$ cat src/rtl/midpoint_circle_rasterizer_defines.svh
// assertion macros for the circle rasterizer
// included by the rtl files that carry concurrent assertions, no other dependencies
`ifndef MIDPOINT_CIRCLE_RASTERIZER_DEFINES_SVH
`define MIDPOINT_CIRCLE_RASTERIZER_DEFINES_SVH

// same-cycle implication, checked outside reset
`define MCR_ASSERT_NOW(label, clk, rst_n, ante, cons, msg) \
	label: assert property (@(posedge clk) disable iff (!rst_n) (ante) |-> (cons)) \
		else $error(msg);

// next-cycle implication, checked outside reset
`define MCR_ASSERT_NEXT(label, clk, rst_n, ante, cons, msg) \
	label: assert property (@(posedge clk) disable iff (!rst_n) (ante) |=> (cons)) \
		else $error(msg);

`endif

$ cat src/rtl/mcr_pkg.sv
// shared types and constants of the circle rasterizer
// no dependencies; imported by every rtl module of the block
package mcr_pkg;

	// configuration register indexes
	localparam logic [2:0] RegCenterX  = 3'd0;
	localparam logic [2:0] RegCenterY  = 3'd1;
	localparam logic [2:0] RegRadius   = 3'd2;
	localparam logic [2:0] RegPenColor = 3'd3;
	localparam logic [2:0] RegArcMode  = 3'd4;

	// palette index after reset
	localparam logic [3:0] ColorYellow = 4'd14;

	// decision variable terms
	localparam logic [15:0] DecInit = 16'd3;
	localparam logic [15:0] DecNeg  = 16'd6;
	localparam logic [15:0] DecPos  = 16'd10;

	// one column of the octant walk, handed from front to back
	typedef struct packed {
		logic [10:0] col;
		logic [10:0] row;
		logic        start;
		logic        done;
		logic        lower;
	} job_t;

endpackage

$ cat src/rtl/mcr_front.sv
// front end: takes input beats and steps the midpoint decision walk
// depends on mcr_pkg and the assertion macros header
`include "midpoint_circle_rasterizer_defines.svh"

module mcr_front (
	input  logic         clk,
	input  logic         arst_n,
	input  logic         in_valid,
	output logic         in_ready,
	input  logic         restart,
	input  logic [9:0]   radius,
	input  logic         lower,
	input  logic         full,
	output logic         push,
	output mcr_pkg::job_t job
);
	import mcr_pkg::*;

	logic [10:0] col_q, row_q;
	logic [15:0] dec_q;
	logic        walking_q;

	logic [10:0] c_cur, r_cur, r_dec, r_nxt, c_nxt;
	logic [15:0] p_cur, p_nxt, c4, r4;
	logic        live, done;

	always_comb begin
		c_cur = restart ? 11'd0 : col_q;
		r_cur = restart ? {1'b0, radius} : row_q;
		p_cur = restart ? (DecInit - {5'd0, radius, 1'b0}) : dec_q;
		live  = restart || walking_q;
		c4    = {{3{c_cur[10]}}, c_cur, 2'b00};
		r_dec = r_cur - 11'd1;
		r_nxt = p_cur[15] ? r_cur : r_dec;
		r4    = {{3{r_nxt[10]}}, r_nxt, 2'b00};
		if (p_cur[15]) begin
			p_nxt = p_cur + c4 + DecNeg;
		end else begin
			p_nxt = p_cur + c4 - r4 + DecPos;
		end
		c_nxt = c_cur + 11'd1;
		done  = $signed(c_nxt) > $signed(r_nxt);
	end

	assign in_ready  = !full;
	assign push      = in_valid && in_ready && live;
	assign job.col   = c_cur;
	assign job.row   = r_cur;
	assign job.start = restart;
	assign job.done  = done;
	assign job.lower = lower;

	always_ff @(posedge clk or negedge arst_n) begin
		if (!arst_n) begin
			col_q     <= '0;
			row_q     <= '0;
			dec_q     <= '0;
			walking_q <= 1'b0;
		end else if (push) begin
			col_q     <= c_nxt;
			row_q     <= r_nxt;
			dec_q     <= p_nxt;
			walking_q <= !done;
		end
	end

	// the column that closes the arc leaves the walk idle
	`MCR_ASSERT_NEXT(a_done_stops_walk, clk, arst_n, push && job.done, !walking_q, "walk still active after final column")

endmodule

$ cat src/rtl/mcr_queue.sv
// short column queue between front end and pixel back end
// depends on mcr_pkg and the assertion macros header
`include "midpoint_circle_rasterizer_defines.svh"

module mcr_queue #(
	parameter int DEPTH = 2
) (
	input  logic          clk,
	input  logic          arst_n,
	input  logic          push,
	input  mcr_pkg::job_t job_in,
	output logic          full,
	input  logic          pop,
	output logic          head_valid,
	output mcr_pkg::job_t head
);
	import mcr_pkg::*;

	localparam int PtrW = (DEPTH > 1) ? $clog2(DEPTH) : 1;
	localparam int CntW = $clog2(DEPTH + 1);

	job_t            mem_q [DEPTH];
	logic [PtrW-1:0] wr_ptr_q, rd_ptr_q;
	logic [CntW-1:0] count_q;

	assign full       = (count_q == CntW'(DEPTH));
	assign head_valid = (count_q != '0);
	assign head       = mem_q[rd_ptr_q];

	always_ff @(posedge clk) begin
		if (push) begin
			mem_q[wr_ptr_q] <= job_in;
		end
	end

	always_ff @(posedge clk or negedge arst_n) begin
		if (!arst_n) begin
			wr_ptr_q <= '0;
			rd_ptr_q <= '0;
			count_q  <= '0;
		end else begin
			if (push) begin
				wr_ptr_q <= (wr_ptr_q == PtrW'(DEPTH - 1)) ? '0 : wr_ptr_q + 1'b1;
			end
			if (pop) begin
				rd_ptr_q <= (rd_ptr_q == PtrW'(DEPTH - 1)) ? '0 : rd_ptr_q + 1'b1;
			end
			if (push && !pop) begin
				count_q <= count_q + 1'b1;
			end else if (pop && !push) begin
				count_q <= count_q - 1'b1;
			end
		end
	end

	// never written when full unless the head leaves in the same cycle
	`MCR_ASSERT_NOW(a_no_overflow, clk, arst_n, push, !full || pop, "column queue overflow")

endmodule

$ cat src/rtl/mcr_back.sv
// back end: emits the mirrored pixels of each queued column, one per cycle while out_ready allows
// depends on mcr_pkg and the assertion macros header
`include "midpoint_circle_rasterizer_defines.svh"

module mcr_back (
	input  logic              clk,
	input  logic              arst_n,
	input  logic              head_valid,
	input  mcr_pkg::job_t     head,
	output logic              pop,
	input  logic [9:0]        center_x,
	input  logic [9:0]        center_y,
	input  logic [3:0]        pen_color,
	output logic              out_valid,
	input  logic              out_ready,
	output logic signed [11:0] pixel_x,
	output logic signed [11:0] pixel_y,
	output logic [3:0]        pixel_color,
	output logic              last_of_step,
	output logic              arc_done
);
	import mcr_pkg::*;

	// pixel kinds, in emission order for full mode
	localparam logic [3:0] KindPcPr   = 4'd0;
	localparam logic [3:0] KindNcPr   = 4'd1;
	localparam logic [3:0] KindPcNr   = 4'd2;
	localparam logic [3:0] KindNcNr   = 4'd3;
	localparam logic [3:0] KindNrPc   = 4'd4;
	localparam logic [3:0] KindPrPc   = 4'd5;
	localparam logic [3:0] KindPrNc   = 4'd6;
	localparam logic [3:0] KindNrNc   = 4'd7;
	localparam logic [3:0] KindCenter = 4'd8;

	logic [2:0]  idx_q;
	logic        out_valid_q;
	logic [11:0] x_q, y_q;
	logic [3:0]  color_q;
	logic        last_q, done_q;

	logic [2:0]  last_idx;
	logic [3:0]  kind;
	logic [11:0] c12, r12, dx, dy;
	logic        advance, is_last;

	always_comb begin
		if (head.lower) begin
			last_idx = head.start ? 3'd2 : 3'd1;
		end else begin
			last_idx = 3'd7;
		end
		if (head.lower && head.start) begin
			kind = (idx_q == 3'd0) ? KindCenter : {1'b0, idx_q - 3'd1};
		end else begin
			kind = {1'b0, idx_q};
		end
		c12 = {head.col[10], head.col};
		r12 = {head.row[10], head.row};
		case (kind)
			KindPcPr: begin dx = c12;       dy = r12;       end
			KindNcPr: begin dx = 12'd0 - c12; dy = r12;     end
			KindPcNr: begin dx = c12;       dy = 12'd0 - r12; end
			KindNcNr: begin dx = 12'd0 - c12; dy = 12'd0 - r12; end
			KindNrPc: begin dx = 12'd0 - r12; dy = c12;     end
			KindPrPc: begin dx = r12;       dy = c12;       end
			KindPrNc: begin dx = r12;       dy = 12'd0 - c12; end
			KindNrNc: begin dx = 12'd0 - r12; dy = 12'd0 - c12; end
			default:  begin dx = 12'd0;     dy = 12'd0;     end
		endcase
		advance = head_valid && (!out_valid_q || out_ready);
		is_last = (idx_q == last_idx);
	end

	assign pop = advance && is_last;

	always_ff @(posedge clk or negedge arst_n) begin
		if (!arst_n) begin
			idx_q       <= '0;
			out_valid_q <= 1'b0;
		end else begin
			if (advance) begin
				idx_q <= is_last ? 3'd0 : idx_q + 3'd1;
			end
			if (!out_valid_q || out_ready) begin
				out_valid_q <= head_valid;
			end
		end
	end

	always_ff @(posedge clk) begin
		if (advance) begin
			x_q     <= {2'b00, center_x} + dx;
			y_q     <= {2'b00, center_y} + dy;
			color_q <= pen_color;
			last_q  <= is_last;
			done_q  <= head.done;
		end
	end

	assign out_valid    = out_valid_q;
	assign pixel_x      = x_q;
	assign pixel_y      = y_q;
	assign pixel_color  = color_q;
	assign last_of_step = last_q;
	assign arc_done     = done_q;

	// pixel index stays inside the column's pixel count
	`MCR_ASSERT_NOW(a_idx_range, clk, arst_n, head_valid, idx_q <= last_idx, "pixel index past end of column")
	// a finished column restarts the pixel index
	`MCR_ASSERT_NEXT(a_idx_wrap, clk, arst_n, pop, idx_q == 3'd0, "pixel index not cleared after column")

endmodule

$ cat src/rtl/midpoint_circle_rasterizer.sv
// a column's first pixel is registered in the queue, then in the back end's output stage
// output: one pixel per cycle while out_ready holds; a column has 8 pixels in full mode,
// 2 in lower-arc mode and 3 on a lower-arc restart; a tick while idle queues no column
// the front end takes a new beat every cycle while the column queue has room
// reset: walk idle, queue and output empty, centre and radius 0, colour 14, full mode
// depends on mcr_pkg, mcr_front, mcr_queue, mcr_back
module midpoint_circle_rasterizer #(
	parameter int COORD_BITS  = 10,
	parameter int QUEUE_DEPTH = 2
) (
	input  logic              clk,
	input  logic              arst_n,
	// configuration write port
	input  logic              cfg_we,
	input  logic [2:0]        cfg_index,
	input  logic [9:0]        cfg_data,
	// tick channel
	input  logic              in_valid,
	output logic              in_ready,
	input  logic              restart,
	// pixel channel
	output logic              out_valid,
	input  logic              out_ready,
	output logic signed [11:0] pixel_x,
	output logic signed [11:0] pixel_y,
	output logic [3:0]        pixel_color,
	output logic              last_of_step,
	output logic              arc_done
);
	import mcr_pkg::*;

	// coordinates are held to COORD_BITS, never wider than the 10-bit registers
	localparam int          EffBits   = (COORD_BITS < 10) ? COORD_BITS : 10;
	localparam logic [10:0] MaskWide  = (11'd1 << EffBits) - 11'd1;
	localparam logic [9:0]  CoordMask = MaskWide[9:0];

	logic [9:0] center_x_q, center_y_q, radius_q;
	logic [3:0] pen_color_q;
	logic       arc_mode_q;

	logic  full, push, pop, head_valid;
	job_t  job, head;

	// configuration registers, masked on write so every later read sees the clipped value
	always_ff @(posedge clk or negedge arst_n) begin
		if (!arst_n) begin
			center_x_q  <= '0;
			center_y_q  <= '0;
			radius_q    <= '0;
			pen_color_q <= ColorYellow;
			arc_mode_q  <= 1'b0;
		end else if (cfg_we) begin
			case (cfg_index)
				RegCenterX:  center_x_q  <= cfg_data & CoordMask;
				RegCenterY:  center_y_q  <= cfg_data & CoordMask;
				RegRadius:   radius_q    <= cfg_data & CoordMask;
				RegPenColor: pen_color_q <= cfg_data[3:0];
				RegArcMode:  arc_mode_q  <= cfg_data[0];
				default: begin
				end
			endcase
		end
	end

	// front end: one beat per cycle unless full; advances the walk and queues a column
	mcr_front u_front (
		.clk      (clk),
		.arst_n   (arst_n),
		.in_valid (in_valid),
		.in_ready (in_ready),
		.restart  (restart),
		.radius   (radius_q),
		.lower    (arc_mode_q),
		.full     (full),
		.push     (push),
		.job      (job)
	);

	// decouples the walk from the pixel stream
	mcr_queue #(
		.DEPTH (QUEUE_DEPTH)
	) u_queue (
		.clk        (clk),
		.arst_n     (arst_n),
		.push       (push),
		.job_in     (job),
		.full       (full),
		.pop        (pop),
		.head_valid (head_valid),
		.head       (head)
	);

	// back end: mirrors each column into its pixels through a registered output stage
	mcr_back u_back (
		.clk          (clk),
		.arst_n       (arst_n),
		.head_valid   (head_valid),
		.head         (head),
		.pop          (pop),
		.center_x     (center_x_q),
		.center_y     (center_y_q),
		.pen_color    (pen_color_q),
		.out_valid    (out_valid),
		.out_ready    (out_ready),
		.pixel_x      (pixel_x),
		.pixel_y      (pixel_y),
		.pixel_color  (pixel_color),
		.last_of_step (last_of_step),
		.arc_done     (arc_done)
	);

endmodule
$ cat config.mk
export PLATFORM = sky130hd
export DESIGN_NAME = midpoint_circle_rasterizer
export DESIGN_NICKNAME = d
export VERILOG_FILES = /design/src/rtl/mcr_pkg.sv /design/src/rtl/mcr_front.sv /design/src/rtl/mcr_queue.sv /design/src/rtl/mcr_back.sv /design/src/rtl/midpoint_circle_rasterizer.sv
export VERILOG_INCLUDE_DIRS = /design/src /design/src/rtl
export SDC_FILE = /design/constraint.sdc
export NUM_CORES = 1
export LEC_CHECK = 0
export ABC_AREA = 1
export BUFFER_PORTS_ARGS = -buffer_cell sky130_fd_sc_hd__buf_2
export CAP_MARGIN = 20
export CORE_ASPECT_RATIO = 0.75
export CORE_MARGIN = 1
export CORE_UTILIZATION = 50
export DETAILED_ROUTE_END_ITERATION = 8
export PLACE_DENSITY = 0.64
export SETUP_SLACK_MARGIN = 0.05
export SLEW_MARGIN = 40
export SYNTH_ARGS = -nofsm -noshare
export SYNTH_HDL_FRONTEND = slang
export SYNTH_HIERARCHICAL = 1
export SYNTH_SLANG_ARGS = --single-unit
$ cat constraint.sdc
create_clock -name clk -period 6 [get_ports clk]
set_input_delay 0.6 -clock clk [delete_from_list [all_inputs] [get_ports clk]]
set_output_delay 0.6 -clock clk [all_outputs]
set_load 0.01 [all_outputs]
==> out/qor.yml <==
detailed_routing:
  ant_nets: 0
  route.detailed.drc: 1
  detailroute.via_count: 10250
  wire_per_inst_um: 17.13
  detailedRoute.firstPassIterationCount: 9
  number_of_drc_violations_after_detailed_routing_iteration_0: 1175
  vias_per_cell: 5.494
  wirelength_um: 31970
sta:
  fin_ws_ns: 1.289
  max_slew.worst_pin.slew_ns: 0.6905
  slew_headroom_pct: 53.61
  finalSetupViolCount: 0
  max_freq_ghz: 0.2123
  clock_skew_ns: 0.008773
  finalCritPeriodShare_pct: 78.51
  setup-tns-final_ns: 0
  setup_repair_after_global_routing_missed_its_margin: "false"
  final_critical_delay_including_setup_and_external_delays_ns: 4.711
  worst_hold_margin_ns: 0.03068
  final_max_slew_viol_count: 0
  hold_violation_total_from_the_final_report: 0
placement:
  dp.cells: 1834
  dp.final_hpwl_um: 24250
  port_buffers: 50
  globalplace.congestion: 0.9513
  pre_cts_ws_ns: 1.170
  detailed_place.area_sq_um: 12390
yosys:
  synth_largest_area_cell: "edfxtp_1"
  synthArstFlopShare_pct: 50.31
  synth.ff_latch_count: 161
  ys_warn_count: 6
  yosys.cell_types.count: 60
  mappedNetlistNets: 1602
  post_synth_design_cell_area_sq_um: 11870
  post-synth-top-area-fraction_pct: 20.24
  ys_seq_area_share_pct: 37.34
  number_of_synthesized_flops_with_an_enable_pin: 80
  ys_flop_type: "edfxtp_1"
  gate_count_post_synth: 1498
  synth.area.top_cells: "edfxtp_1, dfrtp_1, nand2_1, ha_1, inv_1"
  synthesis.area_per_instance_sq_um: 7.925
grt:
  global_route.overflow_total: 0
  wire_length_of_the_first_global_routing_pass_um: 49950
  grtUsageTotal_pct: 26.95
  grt_antenna_before_repair: 0
  grt_pass1_vias: 9047
  maximum_number_of_pins_on_one_net_before_global_route_repair: 65
setup_path:
  end_kind: "flip-flop"
  critical_path.slowest_cell: "dfrtp_1"
  cp-start-kind: "flip-flop"
  cp_data_arrival_time_ns: 5.04
  worstSetupPathType: "reg -> reg"
  cp_common_cell: "nand2_1"
  worstPathMaxFanout: 5
  worst-endpoint-required_ns: 6.33
  cpPeakStageDelay_ns: 0.45
clock_network:
  htree_levels: 4
  post-cts-setup-buffers: 0
  cts_root_buffer: "clkbuf_16"
  worst_setup_hold_path_clk_slew_ns: 0.07
  clock_latency_ns: 0.44
  cts.hold.buffers_added: 0
  cts_buffer_depth: 2
  clock-sinks: 161
  cts.repair.resized: 0
  cts-buffers-inserted: 17
  cts_tree: "done"
floorplanning:
  placeableCoreArea_sq_um: 23120
  rows: 48
  die_y_um: 135.4
  dieWidth_um: 179.9
  die-area_sq_um: 24370
  floorplan.initialDensity_pct: 51.34
  io-pin-count: 51
final_layout:
  layoutNonFillerInstCount: 1866
  share_of_post_route_cells_with_drive_strength_above_1_pct: 13.98
  commonest_non_fill_non_tap_cells_in_the_layout: "nand2_1, inv_1, nand3_1"
  diodes: 0
  fin_area_sq_um: 13010
  leading_cell_type_in_the_layout_fill_and_taps_excluded: "nand2_1"
  flow.area_growth_from_synthesis_pct: 9.559
  final_core_utilization_pct: 56.25
  num-nets-final: 1657
status:
  violations: "design-rule violations"
  status: "finished, violations left"
power_and_ir_drop:
  irDropWorstVdd_mv: 0.3587
  powerDensity_nw_per_um2: 609.5
  p_leak_nw: 6.484
  totalPowerFinal_mw: 7.927
hold_path:
  hp-class: "in -> async"
job:
  maxCapViolations: 0
-- metal layers --
layer / global-route usage (%) / part of all wire (%)
met5: 0 / 0
met4: 5.412 / 0.73
met3: 7.043 / 10
met2: 36.90 / 39
met1: 41.88 / 50
-- cell families after synthesis --
kind of cell               count (synthesis)  synth area share, %
and+or+nand+nor                          754                28.24
muxes                                     25                2.972
AOI/OAI and AO/OA                        172                8.442
DFF                                      161                37.34
adders and majority gates                 85                9.148
buffers and inverters                    233                8.558
xor gates and xnor gates                  68                5.302
-- where the power goes --
part / switching, mW / internal (mW)
clock network: 0.466 / 0.677
logic: 3.22 / 1.68
registers: 0.196 / 1.69
-- critical path: cells and delay by family, from the launching register on --
family / cells / cell delay [ns]
flip-flops: 1 / 0.45
XOR/XNOR: 1 / 0.21
AND/OR/NAND/NOR: 21 / 2.42
buffers and inverters: 2 / 0.13
adder cells (fa/ha/maj): 4 / 1.21
AO/OA/AOI/OAI: 1 / 0.17
-- area by class of cell --
cell class | count | area (sq um)
multi-input combinational | 1104 | 6434
clock inverter | 9 | 115.1
clock buffer | 23 | 499.2
tap | 300 | 375.4
fill | 2157 | 10120
inverter | 202 | 764.5
timing repair buffer | 67 | 384.1
sequential | 161 | 4434
-- synth_stat cells (4+ instances only) --
cell type and count:
buf_4 11, nand4_1 18, nor3_2 4, edfxtp_1 80, nand3_2 6, o2111ai_1 11, nor2_4 6, nor3_1 8
o21ai_1 13, xnor2_1 13, buf_6 8, mux2_2 6, nand2_4 5, clkbuf_1 9, dfrtp_1 78, mux2_4 19
o22ai_1 5, a21oi_1 46, nand3_1 117, inv_1 182, nand2_2 21, o21ai_0 64, inv_2 15, xor2_1 52
nor2_1 99, a31oi_1 8, nor2_2 10, ha_1 82, nand2_1 449
-- sequential cells by signal (all words and copies together) (netlist names), 2 cells and up --
| signal | flops |
|---|---|
| u_queue/count_q | 2 |
| pen_color_q | 4 |
| center_x_q | 10 |
| u_front/col_q | 11 |
| u_front/row_q | 11 |
| u_back/idx_q | 3 |
| radius_q | 10 |
| center_y_q | 10 |
| u_back/pixel_x | 12 |
| u_front/dec_q | 15 |
| u_back/pixel_y | 12 |
| u_back/pixel_color | 4 |
| u_queue/mem_q | 50 |
-- path summary, 6_finish.rpt --
check                               start                     to  slack, ns  cells past startpoint
min reg2reg                pen_color_q[0]  u_back/pixel_color[0]       0.47                      0
max                           radius_q[1]      u_front/dec_q[15]       1.29                     29
max reg2reg                   radius_q[1]      u_front/dec_q[15]       1.29                     29
min                                arst_n     u_queue/count_q[1]       0.03                      1
max in group asynchronous          arst_n          center_x_q[7]       5.07                      2
min in group clk                out_ready       u_back/out_valid       0.42                      4
Power figures use the tool's default switching activity.
